File: src/rtl/b64d_pkg.sv
`timescale 1ns / 1ps
`default_nettype none

package b64d_pkg;

  // Character codes
  localparam logic [7:0] CHAR_PAD   = 8'h3D;  // '='
  localparam logic [7:0] CHAR_CR    = 8'h0D;
  localparam logic [7:0] CHAR_LF    = 8'h0A;
  localparam logic [7:0] CHAR_SPACE = 8'h20;
  localparam logic [7:0] CHAR_TAB   = 8'h09;
  localparam logic [7:0] CHAR_UC_A  = 8'h41;
  localparam logic [7:0] CHAR_UC_Z  = 8'h5A;
  localparam logic [7:0] CHAR_LC_A  = 8'h61;
  localparam logic [7:0] CHAR_LC_Z  = 8'h7A;
  localparam logic [7:0] CHAR_D0    = 8'h30;
  localparam logic [7:0] CHAR_D9    = 8'h39;
  localparam logic [7:0] CHAR_PLUS  = 8'h2B;
  localparam logic [7:0] CHAR_SLASH = 8'h2F;

  localparam logic [5:0] SEXTET_PLUS  = 6'h3E;
  localparam logic [5:0] SEXTET_SLASH = 6'h3F;
  localparam logic [5:0] OFS_LOWER    = 6'd26;
  localparam logic [5:0] OFS_DIGIT    = 6'd52;

  localparam logic [15:0] COUNT_MAX    = 16'hFFFF;
  localparam logic [16:0] QUAD_BYTES   = 17'd3;

  // Quad positions
  localparam logic [1:0] POS_FIRST  = 2'd0;
  localparam logic [1:0] POS_SECOND = 2'd1;
  localparam logic [1:0] POS_THIRD  = 2'd2;
  localparam logic [1:0] POS_FOURTH = 2'd3;

  typedef struct packed {
    logic [7:0]  data_byte;
    logic        has_data;
    logic        done_res;
    logic        ended_by_pad;
    logic [15:0] byte_count;
  } result_t;

  function automatic logic [5:0] sextet_of(input logic [7:0] c);
    logic [7:0] d;
    begin
      d = 8'h00;
      if (c inside {[CHAR_UC_A:CHAR_UC_Z]}) begin
        d = c - CHAR_UC_A;
      end else if (c inside {[CHAR_LC_A:CHAR_LC_Z]}) begin
        d = c - CHAR_LC_A + {2'b00, OFS_LOWER};
      end else if (c inside {[CHAR_D0:CHAR_D9]}) begin
        d = c - CHAR_D0 + {2'b00, OFS_DIGIT};
      end else if (c == CHAR_PLUS) begin
        d = {2'b00, SEXTET_PLUS};
      end else if (c == CHAR_SLASH) begin
        d = {2'b00, SEXTET_SLASH};
      end
      return d[5:0];
    end
  endfunction

endpackage

`default_nettype wire

File: src/rtl/b64d_in_if.sv
`timescale 1ns / 1ps
`default_nettype none

interface b64d_in_if;
  logic       valid;
  logic       ready;
  logic [7:0] char_code;
  logic       last_of_input;

  modport source (output valid, output char_code, output last_of_input, input ready);
  modport sink   (input valid, input char_code, input last_of_input, output ready);
endinterface

`default_nettype wire

File: src/rtl/b64d_out_if.sv
`timescale 1ns / 1ps
`default_nettype none

interface b64d_out_if;
  logic        valid;
  logic        ready;
  logic [7:0]  data_byte;
  logic        has_data;
  logic        done_res;
  logic        ended_by_pad;
  logic [15:0] byte_count;

  modport source (output valid, output data_byte, output has_data, output done_res,
                  output ended_by_pad, output byte_count, input ready);
  modport sink   (input valid, input data_byte, input has_data, input done_res,
                  input ended_by_pad, input byte_count, output ready);
endinterface

`default_nettype wire

File: src/rtl/b64d_core.sv
`timescale 1ns / 1ps
`default_nettype none

// Decode state and per-character logic. Result is combinational from the
// held character; state advances when step is high.
module b64d_core (
  input  wire logic              clk,
  input  wire logic              rst,
  input  wire logic              step,
  input  wire logic [7:0]        char_code,
  input  wire logic              last_of_input,
  output      logic              res_valid,
  output      b64d_pkg::result_t res
);
  import b64d_pkg::*;

  logic [1:0]  quad_position, quad_position_next;
  logic [5:0]  previous_sextet, previous_sextet_next;
  logic [15:0] bytes_emitted, bytes_emitted_next;
  logic [15:0] full_quad_bytes, full_quad_bytes_next;

  logic        is_pad;
  logic        is_skip;
  logic [5:0]  v;
  logic [16:0] quad_sum;

  always_comb begin
    is_pad  = (char_code == CHAR_PAD);
    is_skip = char_code inside {CHAR_CR, CHAR_LF, CHAR_SPACE, CHAR_TAB};
    v       = sextet_of(char_code);
    quad_sum = {1'b0, full_quad_bytes} + QUAD_BYTES;

    res                  = '0;
    quad_position_next   = quad_position;
    previous_sextet_next = previous_sextet;
    bytes_emitted_next   = bytes_emitted;
    full_quad_bytes_next = full_quad_bytes;

    if (is_pad) begin
      res.done_res         = 1'b1;
      res.ended_by_pad     = 1'b1;
      res.byte_count       = bytes_emitted;
      quad_position_next   = POS_FIRST;
      previous_sextet_next = '0;
      bytes_emitted_next   = '0;
      full_quad_bytes_next = '0;
    end else begin
      if (!is_skip) begin
        case (quad_position)
          POS_SECOND: begin
            res.data_byte = {previous_sextet, v[5:4]};
            res.has_data  = 1'b1;
          end
          POS_THIRD: begin
            res.data_byte = {previous_sextet[3:0], v[5:2]};
            res.has_data  = 1'b1;
          end
          POS_FOURTH: begin
            res.data_byte = {previous_sextet[1:0], v};
            res.has_data  = 1'b1;
            full_quad_bytes_next = quad_sum[16] ? COUNT_MAX : quad_sum[15:0];
          end
          default: begin
          end
        endcase
        if (res.has_data && bytes_emitted != COUNT_MAX) begin
          bytes_emitted_next = bytes_emitted + 16'd1;
        end
        quad_position_next   = quad_position + 2'd1;
        previous_sextet_next = v;
      end
      if (last_of_input) begin
        // count includes a quad completed by this very character
        res.done_res         = 1'b1;
        res.byte_count       = full_quad_bytes_next;
        quad_position_next   = POS_FIRST;
        previous_sextet_next = '0;
        bytes_emitted_next   = '0;
        full_quad_bytes_next = '0;
      end
    end

    res_valid = res.has_data || res.done_res;
  end

  always_ff @(posedge clk) begin
    if (rst) begin
      quad_position   <= POS_FIRST;
      previous_sextet <= '0;
      bytes_emitted   <= '0;
      full_quad_bytes <= '0;
    end else if (step) begin
      quad_position   <= quad_position_next;
      previous_sextet <= previous_sextet_next;
      bytes_emitted   <= bytes_emitted_next;
      full_quad_bytes <= full_quad_bytes_next;
    end
  end

endmodule

`default_nettype wire

File: src/rtl/base64_stream_decoder.sv
// Path: an accepted request goes through the input register, then the
//   result register, to dout; characters that yield no result vanish.
// Throughput: one request per cycle, sustained, as long as dout is drained;
//   the single result register stalls din only when it is full and not taken.
// Reset: synchronous active-high rst empties both registers and clears the
//   quad position, previous sextet and both byte counters.
`timescale 1ns / 1ps
`default_nettype none

module base64_stream_decoder (
  input wire logic   clk,
  input wire logic   rst,
  b64d_in_if.sink    din,
  b64d_out_if.source dout
);
  import b64d_pkg::*;

  // Input register
  logic       in_valid;
  logic [7:0] in_char;
  logic       in_last;

  // Result register
  logic       res_valid_q;
  result_t    res_q;

  logic       step;
  logic       core_valid;
  result_t    core_res;

  // The held character moves on when it produces nothing, or when the
  // result register is empty or being emptied this cycle.
  assign step = in_valid && (!core_valid || !res_valid_q || dout.ready);
  assign din.ready = !in_valid || step;

  always_ff @(posedge clk) begin
    if (rst) begin
      in_valid <= 1'b0;
    end else if (din.ready) begin
      in_valid <= din.valid;
    end
  end

  always_ff @(posedge clk) begin
    if (din.ready && din.valid) begin
      in_char <= din.char_code;
      in_last <= din.last_of_input;
    end
  end

  b64d_core u_core (
    .clk          (clk),
    .rst          (rst),
    .step         (step),
    .char_code    (in_char),
    .last_of_input(in_last),
    .res_valid    (core_valid),
    .res          (core_res)
  );

  always_ff @(posedge clk) begin
    if (rst) begin
      res_valid_q <= 1'b0;
    end else if (step && core_valid) begin
      res_valid_q <= 1'b1;
    end else if (dout.ready) begin
      res_valid_q <= 1'b0;
    end
  end

  always_ff @(posedge clk) begin
    if (step && core_valid) begin
      res_q <= core_res;
    end
  end

  assign dout.valid        = res_valid_q;
  assign dout.data_byte    = res_q.data_byte;
  assign dout.has_data     = res_q.has_data;
  assign dout.done_res     = res_q.done_res;
  assign dout.ended_by_pad = res_q.ended_by_pad;
  assign dout.byte_count   = res_q.byte_count;

  // A result always carries a byte or an end marker.
  a_res_nonempty: assert property (@(posedge clk) disable iff (rst)
    dout.valid |-> (dout.has_data || dout.done_res))
    else $error("empty result presented");

  // Pad end carries no byte.
  a_pad_no_byte: assert property (@(posedge clk) disable iff (rst)
    (dout.valid && dout.ended_by_pad) |-> (dout.done_res && !dout.has_data))
    else $error("pad end with data byte");

  // A held character that produces a result cannot advance into a full,
  // stalled result register.
  a_no_overwrite: assert property (@(posedge clk) disable iff (rst)
    (res_valid_q && !dout.ready && core_valid) |-> !step)
    else $error("result register overwritten");

  // Stalled input register keeps its request.
  a_in_hold: assert property (@(posedge clk) disable iff (rst)
    (in_valid && !step) |=> (in_valid && $stable(in_char) && $stable(in_last)))
    else $error("held request lost");

endmodule

`default_nettype wire

File: src/flat_wrapper.sv
// flat-port wrapper written by rule: the top's interface ports become plain ports
module base64_stream_decoder_flat import b64d_pkg::*;
  (clk, rst, din_valid, din_char_code, din_last_of_input, din_ready, dout_valid, dout_data_byte, dout_has_data, dout_done_res, dout_ended_by_pad, dout_byte_count, dout_ready);
  b64d_in_if din_i ();
  b64d_out_if dout_i ();
  input wire logic clk;
  input wire logic rst;
  input wire logic [$bits(din_i.valid)-1:0] din_valid;
  input wire logic [$bits(din_i.char_code)-1:0] din_char_code;
  input wire logic [$bits(din_i.last_of_input)-1:0] din_last_of_input;
  output wire logic [$bits(din_i.ready)-1:0] din_ready;
  output wire logic [$bits(dout_i.valid)-1:0] dout_valid;
  output wire logic [$bits(dout_i.data_byte)-1:0] dout_data_byte;
  output wire logic [$bits(dout_i.has_data)-1:0] dout_has_data;
  output wire logic [$bits(dout_i.done_res)-1:0] dout_done_res;
  output wire logic [$bits(dout_i.ended_by_pad)-1:0] dout_ended_by_pad;
  output wire logic [$bits(dout_i.byte_count)-1:0] dout_byte_count;
  input wire logic [$bits(dout_i.ready)-1:0] dout_ready;
  assign din_i.valid = din_valid;
  assign din_i.char_code = din_char_code;
  assign din_i.last_of_input = din_last_of_input;
  assign din_ready = din_i.ready;
  assign dout_valid = dout_i.valid;
  assign dout_data_byte = dout_i.data_byte;
  assign dout_has_data = dout_i.has_data;
  assign dout_done_res = dout_i.done_res;
  assign dout_ended_by_pad = dout_i.ended_by_pad;
  assign dout_byte_count = dout_i.byte_count;
  assign dout_i.ready = dout_ready;
  base64_stream_decoder u_core (.clk(clk), .rst(rst), .din(din_i), .dout(dout_i));
endmodule
File: config.mk
export PLATFORM = sky130hd
export DESIGN_NAME = base64_stream_decoder_flat
export DESIGN_NICKNAME = d
export VERILOG_FILES = /design/src/rtl/b64d_pkg.sv /design/src/rtl/b64d_in_if.sv /design/src/rtl/b64d_out_if.sv /design/src/rtl/b64d_core.sv /design/src/rtl/base64_stream_decoder.sv /design/src/flat_wrapper.sv
export SDC_FILE = /design/constraint.sdc
export NUM_CORES = 1
export LEC_CHECK = 0
export BUFFER_PORTS_ARGS = -buffer_cell sky130_fd_sc_hd__buf_2
export CORE_MARGIN = 1.5
export CORE_UTILIZATION = 54
export CTS_CLUSTER_DIAMETER = 80
export CTS_CLUSTER_SIZE = 14
export DETAILED_ROUTE_END_ITERATION = 10
export GPL_ROUTABILITY_DRIVEN = 1
export HOLD_SLACK_MARGIN = 0.1
export PLACE_DENSITY = 0.76
export SYNTH_ARGS = -nofsm -noshare
export SYNTH_HDL_FRONTEND = slang
export SYNTH_SLANG_ARGS = --single-unit
export TNS_END_PERCENT = 100
File: constraint.sdc
create_clock -name clk -period 3.6 [get_ports clk]
set_clock_uncertainty 0.15 [all_clocks]
set_input_delay 0.72 -clock clk [delete_from_list [all_inputs] [get_ports clk]]
set_output_delay 0.72 -clock clk [all_outputs]
set_load 0.03 [all_outputs]
=== Word level (Yosys, flattened, before mapping) ===
Index checks and enable logic that the tools add are counted.

* Flip-flop bits (word level): 78
* Input bits: 13
* Output and inout port bits: 29
* Word-level logic and storage cells: 91

* $add $sub $neg: 8
* Order comparisons: 6
* Equal/unequal tests: 12
* Multiplexer cells: 32
* Reduce and logical (&&, ||, !) cells: 20

{| class="wikitable"
|+ Operator list
! kind !! count
|-
| $mux W16 || 11
|-
| $mux W6 || 8
|-
| $eq A8 B6 Y1 const B || 4
|-
| $pmux W9 S3 || 1
|-
| $eq A8 B4 Y1 const B || 3
|-
| $mux W9 || 2
|-
| $add A16 B2 Y17 const B || 1
|-
| $add A16 B1 Y16 const B || 1
|-
| $ge A8 B7 Y1 const B || 2
|-
| $le A8 B7 Y1 const B || 2
|-
| $ne A16 B16 Y1 const B || 1
|-
| $sub A6 B6 Y6 const B || 2
|-
| $ge A8 B6 Y1 const B || 1
|-
| $le A8 B6 Y1 const B || 1
|-
| $logic_and A1 B1 Y1 || 7
|-
| $mux W1 || 7
|-
| $add A6 B5 Y6 const B || 1
|-
| $add A6 B6 Y6 const B || 1
|-
| $mux W2 || 3
|-
| $sub A6 B1 Y6 const B || 1
|-
| $eq A2 B2 Y1 const B || 2
|-
| $logic_or A1 B1 Y1 || 4
|-
| $reduce_bool A4 Y1 || 1
|-
| $logic_not A1 Y1 || 3
|-
| 8 further kinds || 8
|}

=== Longest topological paths before layout ===
Gate-level depths: netlist of the first run.

* Depth after elaboration: 18
* Depth in mapped cells: 11
* Mapped depth without buffers: 9

=== Hierarchy ===
Synthesis of the first run repeated with hierarchy kept, for this count alone.

* Cell total of the unflattened synthesis: 482
* Area total of the unflattened synthesis: 4436.8 um2

{| class="wikitable"
|+ Modules (own cells, without submodules)
! module !! instances !! cells an instance !! area an instance (um2) !! seq. area each (um2)
|-
| b64d_core || 1 || 434 || 3251.9 || 800.8
|-
| base64_stream_decoder || 1 || 48 || 1184.9 || 1121.1
|}

=== Least setup slack after synthesis of the first run ===
Ideal clock, no wire load.

* Path type: register -> register
* From: register u_core.in_char[2]
* To: register u_core.res_q, in the netlist u_core.dout.byte_count[0], enable pin
* Setup time: 0.414 ns
* Arrival: 2.880 ns
* Data required time: 3.036 ns
* Setup slack: 0.157 ns
* Stages on the path, launching flop included: 9
* Buffers on the path: 1
* Period minus slack after synthesis: 3.443 ns
* Cell sequence: edfxtp_1 -> clkbuf_1 -> inv_1 -> ha_1 -> a21oi_1 -> nor3_2 -> nor3_2 -> o21ai_0 -> nor2b_1

* Longest elaborated chain between the ends: 10
* Elaborated cells on any way between the ends: 15
* Classes of those cells: eq/ne: 5; mux: 3; reduce/logical: 7

{| class="wikitable"
|+ Ends and longest elaborated chain
! what !! line !! RTL
|-
| start, declared || base64_stream_decoder.sv:20 || <nowiki>logic [7:0] in_char;</nowiki>
|-
| start signal, assigned || base64_stream_decoder.sv:46 || <nowiki>in_char <= din.char_code;</nowiki>
|-
| $eq A8 B4 Y1 or $eq A8 B6 Y1 (tied branches) || b64d_core.sv:29 || <nowiki>is_skip = char_code inside {CHAR_CR, CHAR_LF, CHAR_SPACE, CHAR_TAB};</nowiki>
|-
| $reduce_bool A4 Y1 || b64d_core.sv:29 ||
|-
| $mux W1 || b64d_core.sv:48 || <nowiki>if (!is_skip) begin</nowiki>
|-
| $mux W1 || b64d_core.sv:39 || <nowiki>if (is_pad) begin</nowiki>
|-
| $logic_or A1 B1 Y1 (*) || b64d_core.sv:83 || <nowiki>res_valid = res.has_data || res.done_res;</nowiki>
|-
| $logic_not A1 Y1 || base64_stream_decoder.sv:33 || <nowiki>assign step = in_valid && (!core_valid || !res_valid_q || dout.ready);</nowiki>
|-
| $logic_or A1 B1 Y1 (2 in series) || base64_stream_decoder.sv:33 ||
|-
| $logic_and A1 B1 Y1 || base64_stream_decoder.sv:33 ||
|-
| $logic_and A1 B1 Y1 (*) || base64_stream_decoder.sv:72 || <nowiki>if (step && core_valid) begin</nowiki>
|-
| end signal, assigned || base64_stream_decoder.sv:73 || <nowiki>res_q <= core_res;</nowiki>
|-
| end, declared || base64_stream_decoder.sv:25 || <nowiki>result_t res_q;</nowiki>
|}

Mark *: on every way between the ends. The rest lies on a longest branch, timed or not.
A chain may end at the register's enable or synchronous reset.

=== Final worst setup path of the first run ===
* From: register u_core.in_char[0]
* To: output din_ready

* Longest elaborated chain between the ends: 10
* Elaborated cells on any way between the ends: 15
* Classes of those cells: eq/ne: 5; mux: 3; reduce/logical: 7

{| class="wikitable"
|+ Ends and longest elaborated chain
! what !! line !! RTL
|-
| $eq A8 B4 Y1 or $eq A8 B6 Y1 (tied branches) || b64d_core.sv:29 ||
|-
| $reduce_bool A4 Y1 || b64d_core.sv:29 ||
|-
| $mux W1 || b64d_core.sv:48 ||
|-
| $mux W1 || b64d_core.sv:39 ||
|-
| $logic_or A1 B1 Y1 (*) || b64d_core.sv:83 ||
|-
| $logic_not A1 Y1 (*) || base64_stream_decoder.sv:33 ||
|-
| $logic_or A1 B1 Y1 (*) (2 in series) || base64_stream_decoder.sv:33 ||
|-
| $logic_and A1 B1 Y1 (*) || base64_stream_decoder.sv:33 ||
|-
| $logic_or A1 B1 Y1 (*) || base64_stream_decoder.sv:34 || <nowiki>assign din.ready = !in_valid || step;</nowiki>
|-
| end, declared || flat_wrapper.sv:11 || <nowiki>output wire logic [$bits(din_i.ready)-1:0] din_ready;</nowiki>
|}

Marks and branches as above.

==> results.md, run 1 <==
- Synth unique cells: 72
- Ranking of synthesized cells by area: edfxtp_1 24%, dfxtp_1 19%, ha_1 4.4%
- Fin. Hold Viols: 0
- FP Rows: 33
- Vias per inst: 6.57
- CTS tree: yes
- HPWL Detailed: 8.60 mm
- Pre-Repair DR Iteration Count: 5
- Post-DRT Antenna Nets: 0
- Gp weighted congestion: 0.951
- H-tree Lvls: 3
- Hold Startpoint: u_core.u_core.previous_sextet[2]$_SDFFE_PP0P_
- Tcrit/Tclk final: 0.943
- Peak VDD IR: 0.205 mV
- CTS Root Cell: clkbuf_8
- M2 GR Usage: 0.406
- CP cell instances: buf_4, ha_1, nor2_1, nor3_4, nor3_2, o21ai_0, or2_2, buf_2
- Number of synthesized flops with an enable pin: 36
- Global routing's busiest layer: met1
- Antenna Cells: 0
- Yosys top cell by area: edfxtp_1
- Slowest cell on the critical path: edfxtp_1
- Worst hold path type: register to register
- Worst-path clk slew: 80 ps
- Crit Path Max Fanout: 7
- P&R area growth vs syn: 12.7%
- First-pass GRT wire length: 19.1 mm
- Avg WL per Cell: 18.5 um
- Final nets: 573
- Post-synthesis sequential area ratio: 0.423
- Vias: 4,296
- Drt drc: 0
- CTS-repair resized insts: 0
- Ys Warns: 0
- Post-Syn Area: 4540 sq um
- Routing usage on met3: 0.0395
- Post-synthesis average cell area: 9.06 sq um
- # hold bufs at CTS: 0
- Run status: complete, no violations
- Die W: 94.7 um
- Relative max-transition margin: 0.468
- Die height: 94.7 um
- Initial antenna violation count: 0
- Fraction of registers with async set/reset: 0
- Yosys top cell area share: 0.238
- Gate Count Post-Synth: 501
- # IOs: 42
- Setup ws final: 204 ps
- Max-cap viol count: 0
- Vias in the first global route: 3,815
- Leak Pwr: 1.86 nW
- Die area: 8960 sq um
- Reg-to-Reg End: u_core.u_core.bytes_emitted[6]$_SDFFE_PP0P_
- R2r setup slk: 520 ps
- Seq cells post-synth: 78
- Hold Crit Depth: 1
- CTS buffer count: 9
- Commonest non-fill, non-tap cell in the layout: nand2_1
- Register-to-Register Path Depth: 9
- Synth Net Count: 530
- Core Box Area: 8180 sq um
- Required time of the critical path: 2730 ps
- # Post-CTS Setup Buffers: 0
- Clock Latency Late Sink: 360 ps
- Unrepaired setup endpoints after global routing: no
- Worst Setup End Kind: output pin
- PwrDens: 375 nW/um^2
- Final setup viols: 0
- PortBufs: 41
- M1 GR Usage: 0.415
- Critical path's largest stage delay: 400 ps
- Most frequent cells in the layout: 44 x nand2_1, 42 x dfxtp_1, 41 x buf_2
- Initial DRC Count: 534
- Clk sinks: 78
- GR Util All Layers: 0.280
- Effective utilization at floorplan: 0.555
- Setup_tns: 0 ps
- Crit path DAT: 2530 ps
- R2r startpoint: u_core.in_char[4]$_DFFE_PP_
- End of the worst hold path: u_core.u_core.previous_sextet[2]$_SDFFE_PP0P_
- CTS max path bufs: 2
- Total power: 1.92 mW
- Startpoint Class: register
- Tightest Pin Transition: 794 ps
- Critical path type: register to output pin
- Layout cell share with drive strength beyond 1: 0.173
- Fin crit period: 3400 ps
- Final Max Tran Viols: 0
- Synth Flop Type: dfxtp_1
- Largest net degree at the start of global routing: 28
- Total wire length: 12.1 mm
- Dpl ws: 427 ps
- Max frequency: 294 MHz
- Global route overflow: 0
==> flip-flops by register name, indices dropped and copies added, names as in the netlist <==
register                       cells
u_core.dout.byte_count            16
u_core.u_core.bytes_emitted       16
u_core.u_core.full_quad_bytes     16
u_core.dout.data_byte              8
u_core.in_char                     8
u_core.u_core.previous_sextet      6
u_core.u_core.quad_position        2
u_core.dout.done_res               1
u_core.dout.ended_by_pad           1
u_core.dout.has_data               1
u_core.dout.valid                  1
u_core.in_last                     1
u_core.in_valid                    1
==> worst max-delay path by stage <==
stage	endpoint	depth (start not counted)	slack, ps	start
2_1_floorplan	u_core.dout.byte_count[0]$_DFFE_PP_	8	160	u_core.in_char[2]$_DFFE_PP_
4_1_cts	din_ready	8	6	u_core.in_char[3]$_DFFE_PP_
3_5_place_dp	din_ready	8	430	u_core.in_char[3]$_DFFE_PP_
3_3_place_gp	din_ready	8	460	u_core.in_char[2]$_DFFE_PP_
6_report	din_ready	8	200	u_core.in_char[0]$_DFFE_PP_
5_1_grt	din_ready	8	40	u_core.in_char[0]$_DFFE_PP_
==> cell type report <==
cell class | instances | area (sq um)
flip-flops and latches | 78 | 1920
well taps | 105 | 131
clock inverters | 2 | 38.8
inverters | 18 | 67.6
fillers | 682 | 3060
clock buffers | 14 | 185
multi-input cells | 382 | 2460
repair buffers | 55 | 310
==> report_power, final <==
| group | internal, mW | leakage, nW | switching [mW] | total, mW |
|---|---|---|---|---|
| Combinational | 0.0658 | 1.08 | 0.152 | 0.218 |
| Clock | 0.407 | 0.111 | 0.332 | 0.740 |
| Sequential | 0.946 | 0.670 | 0.0140 | 0.960 |
==> per-layer routing <==
layer | wire, um | vias to the layer above | part of all wire
li1 | - | 2001 | -
met3 | 1140 | 27 | 0.094
met5 | 0 | - | 0
met1 | 5440 | 2003 | 0.45
met2 | 5260 | 265 | 0.43
met4 | 271 | 0 | 0.022
==> metrics by stage <==
| stage | std cells | util | cell area [sq um] | hold slack [ps] |
|---|---|---|---|---|
| 5_1_grt | 654 | 0.626 | 5110 | 367 |
| 2_1_floorplan | 501 | - | 4540 | 304 |
| 6_report | 654 | 0.626 | 5110 | 355 |
| 4_1_cts | 654 | 0.624 | 5100 | 346 |
| 3_3_place_gp | 638 | 0.596 | 4880 | 327 |
| 3_5_place_dp | 638 | 0.596 | 4880 | 336 |
==> synth_stat cells (all sizes together), types with 12 or more instances <==
master   n
nor2    34
o31ai   23
nand3   32
nor3    13
nand2   44
dfxtp   42
and2    12
buf     12
nand4   14
inv     17
ha      16
edfxtp  36
a21oi   37
o21ai   37
==> logic make-up after synthesis <==
| kind of cell | synth area share |
|---|---|
| simple gates | 0.224 |
| fa+ha+maj | 0.0441 |
| buf+inv | 0.0383 |
| flops | 0.423 |
| compound gates | 0.248 |
| xor+xnor | 0.0174 |
| mux | 0.00441 |
==> critical path, delay by kind of cell, from the launching register on <==
kind,cells,cell delay (ps)
adders and majority gates,1,290
buffers and inverters,2,360
DFF,1,400
and+or+nand+nor,4,930
AOI/OAI and AO/OA,1,190
(Power assumes the default switching activity.)
==> inputs of run 2 (changes only) <==
--- a/config.mk
+++ b/config.mk
@@ -13,8 +13,9 @@
 export DETAILED_ROUTE_END_ITERATION = 10
 export GPL_ROUTABILITY_DRIVEN = 1
 export HOLD_SLACK_MARGIN = 0.1
-export PLACE_DENSITY = 0.76
+export PLACE_DENSITY = 0.77
 export SYNTH_ARGS = -nofsm -noshare
 export SYNTH_HDL_FRONTEND = slang
+export SYNTH_HIERARCHICAL = 1
 export SYNTH_SLANG_ARGS = --single-unit
 export TNS_END_PERCENT = 100
==> run 2 against run 1 <==
Wire length down 13%. Global-route usage down 3.0 points. Final area down 4.0%. Synthesized cell count down 3.8%. Sequential cell count unchanged. Critical path depth unchanged. Setup slack better by 42 ps. Non-clock buffer count down 5. First-iteration DRC count down 58%. Via count down 9.9%. Sequential power about the same. Critical path type unchanged. Largest cell class unchanged. Highest routed layer unchanged.
==> results.md, run 2 <==
- Initial antenna violation count: 0
- CTS buffer count: 9
- Peak VDD IR: 0.221 mV
- Slowest cell on the critical path: edfxtp_1
- Setup_tns: 0 ps
- Worst Setup End Kind: output pin
- Total wire length: 10.5 mm
- Commonest non-fill, non-tap cell in the layout: nor2_1
- FILL cells: 710
- Max-cap viol count: 0
- Area of the multi-input gates: 2320 sq um
- Worst-path clk slew: 80 ps
- Avg WL per Cell: 16.8 um
- PortBufs: 41
- Antenna Cells: 0
- Die height: 93.6 um
- GR Util All Layers: 0.249
- Gp weighted congestion: 0.903
- Run status: complete, no violations
- Vias: 3,871
- Fraction of registers with async set/reset: 0
- Seq cells post-synth: 78
- Tightest Pin Transition: 654 ps
- Die W: 93.6 um
- Vias per inst: 6.19
- Clk sinks: 78
- Synth Net Count: 510
- Final setup viols: 0
- Relative max-transition margin: 0.561
- Number of synthesized flops with an enable pin: 36
- Crit path DAT: 2480 ps
- Most common cell in the netlist: nor2_1
- Required time of the critical path: 2730 ps
- Post-synth top cells: 61 x nor2_1, 42 x dfxtp_1, 41 x nand2_1
- H-tree Lvls: 3
- Fin crit period: 3350 ps
- Initial DRC Count: 223
- Unrepaired setup endpoints after global routing: no
- PwrDens: 360 nW/um^2
- # IOs: 42
- P&R area growth vs syn: 10.6%
- Core Util, Final: 0.625
- Synth unique cells: 68
- Worst hold path type: register to register
- Post-synthesis sequential area ratio: 0.433
- Ranking of synthesized cells by area: edfxtp_1 24%, dfxtp_1 19%, nor2_1 5.2%
- Post-DRT Antenna Nets: 0
- CTS max path bufs: 2
- CP cell instances: inv_1, ha_2, a21oi_2, o31a_1, o21ai_0, nand2_1, nand4b_2, buf_2
- Tcrit/Tclk final: 0.932
- FF+latch area: 1920 sq um
- Global route overflow: 0
- Layout cell share with drive strength beyond 1: 0.170
- Final Max Tran Viols: 0
- Startpoint Class: register
- First-pass GRT wire length: 17.0 mm
- Critical path's largest stage delay: 500 ps
- Ys Warns: 6
- Gate Count Post-Synth: 482
- CTS tree: yes
- Drt drc: 0
- Post-synthesis average cell area: 9.20 sq um
- Max frequency: 298 MHz
- Fin. Hold Viols: 0
- Pre-Repair DR Iteration Count: 6
- Die area: 8770 sq um
- Crit Path Max Fanout: 8
- HPWL Detailed: 7.56 mm
- Critical path type: register to output pin
- Leak Pwr: 1.78 nW
- Vias in the first global route: 3,593
- Core Box Area: 7850 sq um
- Yosys top cell area share: 0.244
- Final nets: 546
- Effective utilization at floorplan: 0.565
- Yosys top cell by area: edfxtp_1
- Most frequent cells in the layout: 60 x nor2_1, 42 x dfxtp_1, 41 x buf_2, 41 x nand2_1, 36 x edfxtp_1
- CTS Root Cell: clkbuf_8
- Largest net degree at the start of global routing: 27
- Synth Flop Type: dfxtp_1
- Clock Latency Late Sink: 350 ps
- Post-Syn Area: 4440 sq um
- FP Rows: 32
==> run 2: per-layer routing <==
layer | wire length (um) | GRT usage
met1 | 4430 | 0.296
met2 | 5260 | 0.442
met3 | 550 | 0.0358
met4 | 272 | 0.117
met5 | 0 | 0
==> run 2: repair_timing <==
item / in CTS / in global routing
setup endpoints to repair: 0 / 1
endpoints found under the hold margin: 0 / 0
gates resized for setup: 0 / 1
buffers inserted: 0 / 0
hold buffers: 0 / 0
==> run 2: metrics by stage <==
| step | total power, mW | hold WS [ps] | area, sq um | std cells | worst slack, ps |
|---|---|---|---|---|---|
| after floorplan | 1.11 | 307 | 4440 | 482 | 131 |
| after detailed placement | 1.16 | 326 | 4720 | 609 | 372 |
| after CTS | 1.77 | 344 | 4910 | 625 | 132 |
| after global placement | 1.16 | 321 | 4720 | 609 | 503 |
| after global routing | 1.83 | 381 | 4910 | 625 | 63.5 |
| final | 1.77 | 348 | 4910 | 625 | 246 |
==> run 2: final cells by class <==
class	count	area share
Clock buffer	13	0.0347
Clock inverter	3	0.00331
Inverter	22	0.0168
Multi-Input combinational cell	357	0.472
Sequential cell	78	0.392
Tap cell	102	0.0260
Timing Repair Buffer	50	0.0556
==> run 2: report_power, final <==
part	total, mW	internal [mW]	switching, mW
Sequential	0.963	0.946	0.0172
Combinational	0.179	0.0551	0.124
Clock	0.625	0.310	0.314
==> run 2: kinds of logic after synthesis <==
logic type,count (synthesis),synth area share
xor gates and xnor gates,25,0.0494
DFF,78,0.433
AOI/OAI and AO/OA,117,0.199
adders and majority gates,15,0.0423
buffers and inverters,47,0.0465
and+or+nand+nor,197,0.223
muxes,3,0.00677
==> run 2: critical path, delay by kind of cell (launching register included) <==
family,cells,cell delay [ps]
AND/OR/NAND/NOR,2,290
flip-flops,1,500
adder cells (fa/ha/maj),1,290
AO/OA/AOI/OAI,3,680
buffers and inverters,2,370
==> run 2: final timing paths <==
check / startpoint / to / slack [ps] / depth (start not counted)
max: u_core/in_char[1]$_DFFE_PP_ / din_ready / 250 / 8
min: u_core/u_core/bytes_emitted[12]$_SDFFE_PP0P_ / u_core/u_core/bytes_emitted[12]$_SDFFE_PP0P_ / 350 / 2
max reg2reg: u_core/in_char[1]$_DFFE_PP_ / u_core/u_core/full_quad_bytes[9]$_SDFFE_PP0P_ / 420 / 11
min reg2reg: u_core/u_core/bytes_emitted[12]$_SDFFE_PP0P_ / u_core/u_core/bytes_emitted[12]$_SDFFE_PP0P_ / 350 / 2
==> inputs of run 3 (changes only) <==
--- a/config.mk
+++ b/config.mk
@@ -14,8 +14,9 @@
 export GPL_ROUTABILITY_DRIVEN = 1
 export HOLD_SLACK_MARGIN = 0.1
 export PLACE_DENSITY = 0.77
+export RECOVER_POWER = 50
 export SYNTH_ARGS = -nofsm -noshare
 export SYNTH_HDL_FRONTEND = slang
 export SYNTH_HIERARCHICAL = 1
 export SYNTH_SLANG_ARGS = --single-unit
-export TNS_END_PERCENT = 100
+export TNS_END_PERCENT = 10
==> run 3 against run 2 <==
Total power unchanged. Non-clock buffer count unchanged. Sequential power about the same. Worst hold slack about the same. Sequential cell count unchanged. Final area decreased by 1.2%. Fmax increased by 0.97%. Setup slack improved by 32 ps. Die area unchanged. Clock-buffer cell count unchanged. Via count increased by 0.13%. Sequential share of layout area increased by 0.49 points.
==> results.md, run 3 (synthesis results as in run 2) <==
- Run status: complete, no violations
- Max frequency: 301 MHz
- Tightest Pin Transition: 840 ps
- # hold bufs at CTS: 0
- Leak Pwr: 1.70 nW
- Worst hold path type: register to register
- Tcrit/Tclk final: 0.923
- End of the worst hold path: u_core/u_core/bytes_emitted[12]$_SDFFE_PP0P_
- Worst-path clk slew: 80 ps
- R2r startpoint: u_core/in_char[4]$_DFFE_PP_
- Startpoint Class: register
- P&R area growth vs syn: 9.28%
- Layout cell share with drive strength beyond 1: 0.109
- Largest net degree at the start of global routing: 27
- Initial DRC Count: 222
- Core Util, Final: 0.618
- Worst Setup End Kind: output pin
- Fin crit period: 3320 ps
- Max-cap viol count: 0
- Drt drc: 0
- Avg WL per Cell: 16.9 um
- Die W: 93.6 um
- Area of the multi-input gates: 2300 sq um
- Die area: 8770 sq um
- Post-DRT Antenna Nets: 0
- Clk sinks: 78
- Most frequent cells in the layout: 61 x nor2_1, 42 x dfxtp_1, 41 x nand2_1
- Initial antenna violation count: 0
- Critical path type: register to output pin
- Commonest non-fill, non-tap cell in the layout: nor2_1
- Effective utilization at floorplan: 0.565
- Reg-to-Reg End: u_core/u_core/previous_sextet[5]$_SDFFE_PP0P_
- CTS tree: yes
- Unrepaired setup endpoints after global routing: no
- Final setup viols: 0
- Peak VDD IR: 0.222 mV
- FILL cells: 721
- First-pass GRT wire length: 17.0 mm
- Worst Setup SP: u_core/in_char[1]$_DFFE_PP_
- Fin. Hold Viols: 0
- Required time of the critical path: 2730 ps
- R2r setup slk: 300 ps
- Total power: 1.77 mW
- Vias: 3,876
- CTS buffer count: 9
- Crit Path Max Fanout: 8
- Die height: 93.6 um
- FP Rows: 32
- Relative max-transition margin: 0.439
- # IOs: 42
- Antenna Cells: 0
- Crit path DAT: 2450 ps
- FF+latch area: 1920 sq um
- CTS Root Cell: clkbuf_8
- Final nets: 546
- GR Util All Layers: 0.249
- Hold Crit Depth: 2
- Setup_tns: 0 ps
- Final Max Tran Viols: 0
- PortBufs: 41
- HPWL Detailed: 7.56 mm
- Global route overflow: 0
- Register-to-Register Path Depth: 7
- Clock Latency Late Sink: 350 ps
- Pre-Repair DR Iteration Count: 8
- Core Box Area: 7850 sq um
- Gp weighted congestion: 0.903
- CTS max path bufs: 2
- Hold Startpoint: u_core/u_core/bytes_emitted[12]$_SDFFE_PP0P_
- Vias per inst: 6.20
- Vias in the first global route: 3,593
- Final hold slack: 348 ps
- PwrDens: 364 nW/um^2
- Total wire length: 10.6 mm
- H-tree Lvls: 3
==> run 3: cell types whose count changed in the layout (fill, tap and decap cells not counted), sizes merged <==
cell,delta
buf,-30
clkbuf,+30
==> run 3: repair_timing <==
action                                  4_1_cts  5_1_grt
setup buffers                                 0        0
endpoints found under the setup margin        0        1
resized for setup                             0        1
==> run 3: metal layers <==
metal / up-vias / global-route usage / share of wire
met3: 28 / 0.0358 / 0.047
met2: 130 / 0.442 / 0.49
met1: 1870 / 0.296 / 0.43
li1: 1848 / - / -
met4: 0 / 0.117 / 0.026
met5: - / 0 / 0
==> run 3: worst max path at each step <==
| stage | end | slack, ps |
|---|---|---|
| after detailed placement | u_core/u_core/full_quad_bytes[7]$_SDFFE_PP0P_ | 370 |
| after global placement | u_core/u_core/full_quad_bytes[7]$_SDFFE_PP0P_ | 500 |
| after floorplan | u_core/dout.byte_count[0]$_DFFE_PP_ | 130 |
| after global routing | din_ready | 80 |
| after CTS | din_ready | 130 |
| final | din_ready | 280 |
==> run 3: cell type report <==
type,instances,share of cell area
clock buffer,13,0.0351
inverter,22,0.0170
clock inverter,3,0.00335
tap,102,0.0263
sequential,78,0.396
multi-input combinational,357,0.474
timing repair buffer,50,0.0477
==> run 3: worst max-delay path, stage by stage (launching register included) <==
cell and delay [ps]:
edfxtp_1 510, inv_1 160, ha_2 290, a21oi_2 110, o31a_1 300, o21ai_0 240, nand2_1 160, nand4b_2 130
buf_2 210
==> run 3: through the flow <==
stage	std cells	area, sq um	setup WS [ps]
after floorplan	482	4440	131
after global placement	609	4720	503
after detailed placement	609	4720	372
after CTS	625	4910	132
after global routing	625	4850	80.7
final	625	4850	278
==> run 3: power by group <==
part	internal, mW	switching [mW]
clock network	0.310	0.319
registers	0.946	0.0178
logic	0.0507	0.123
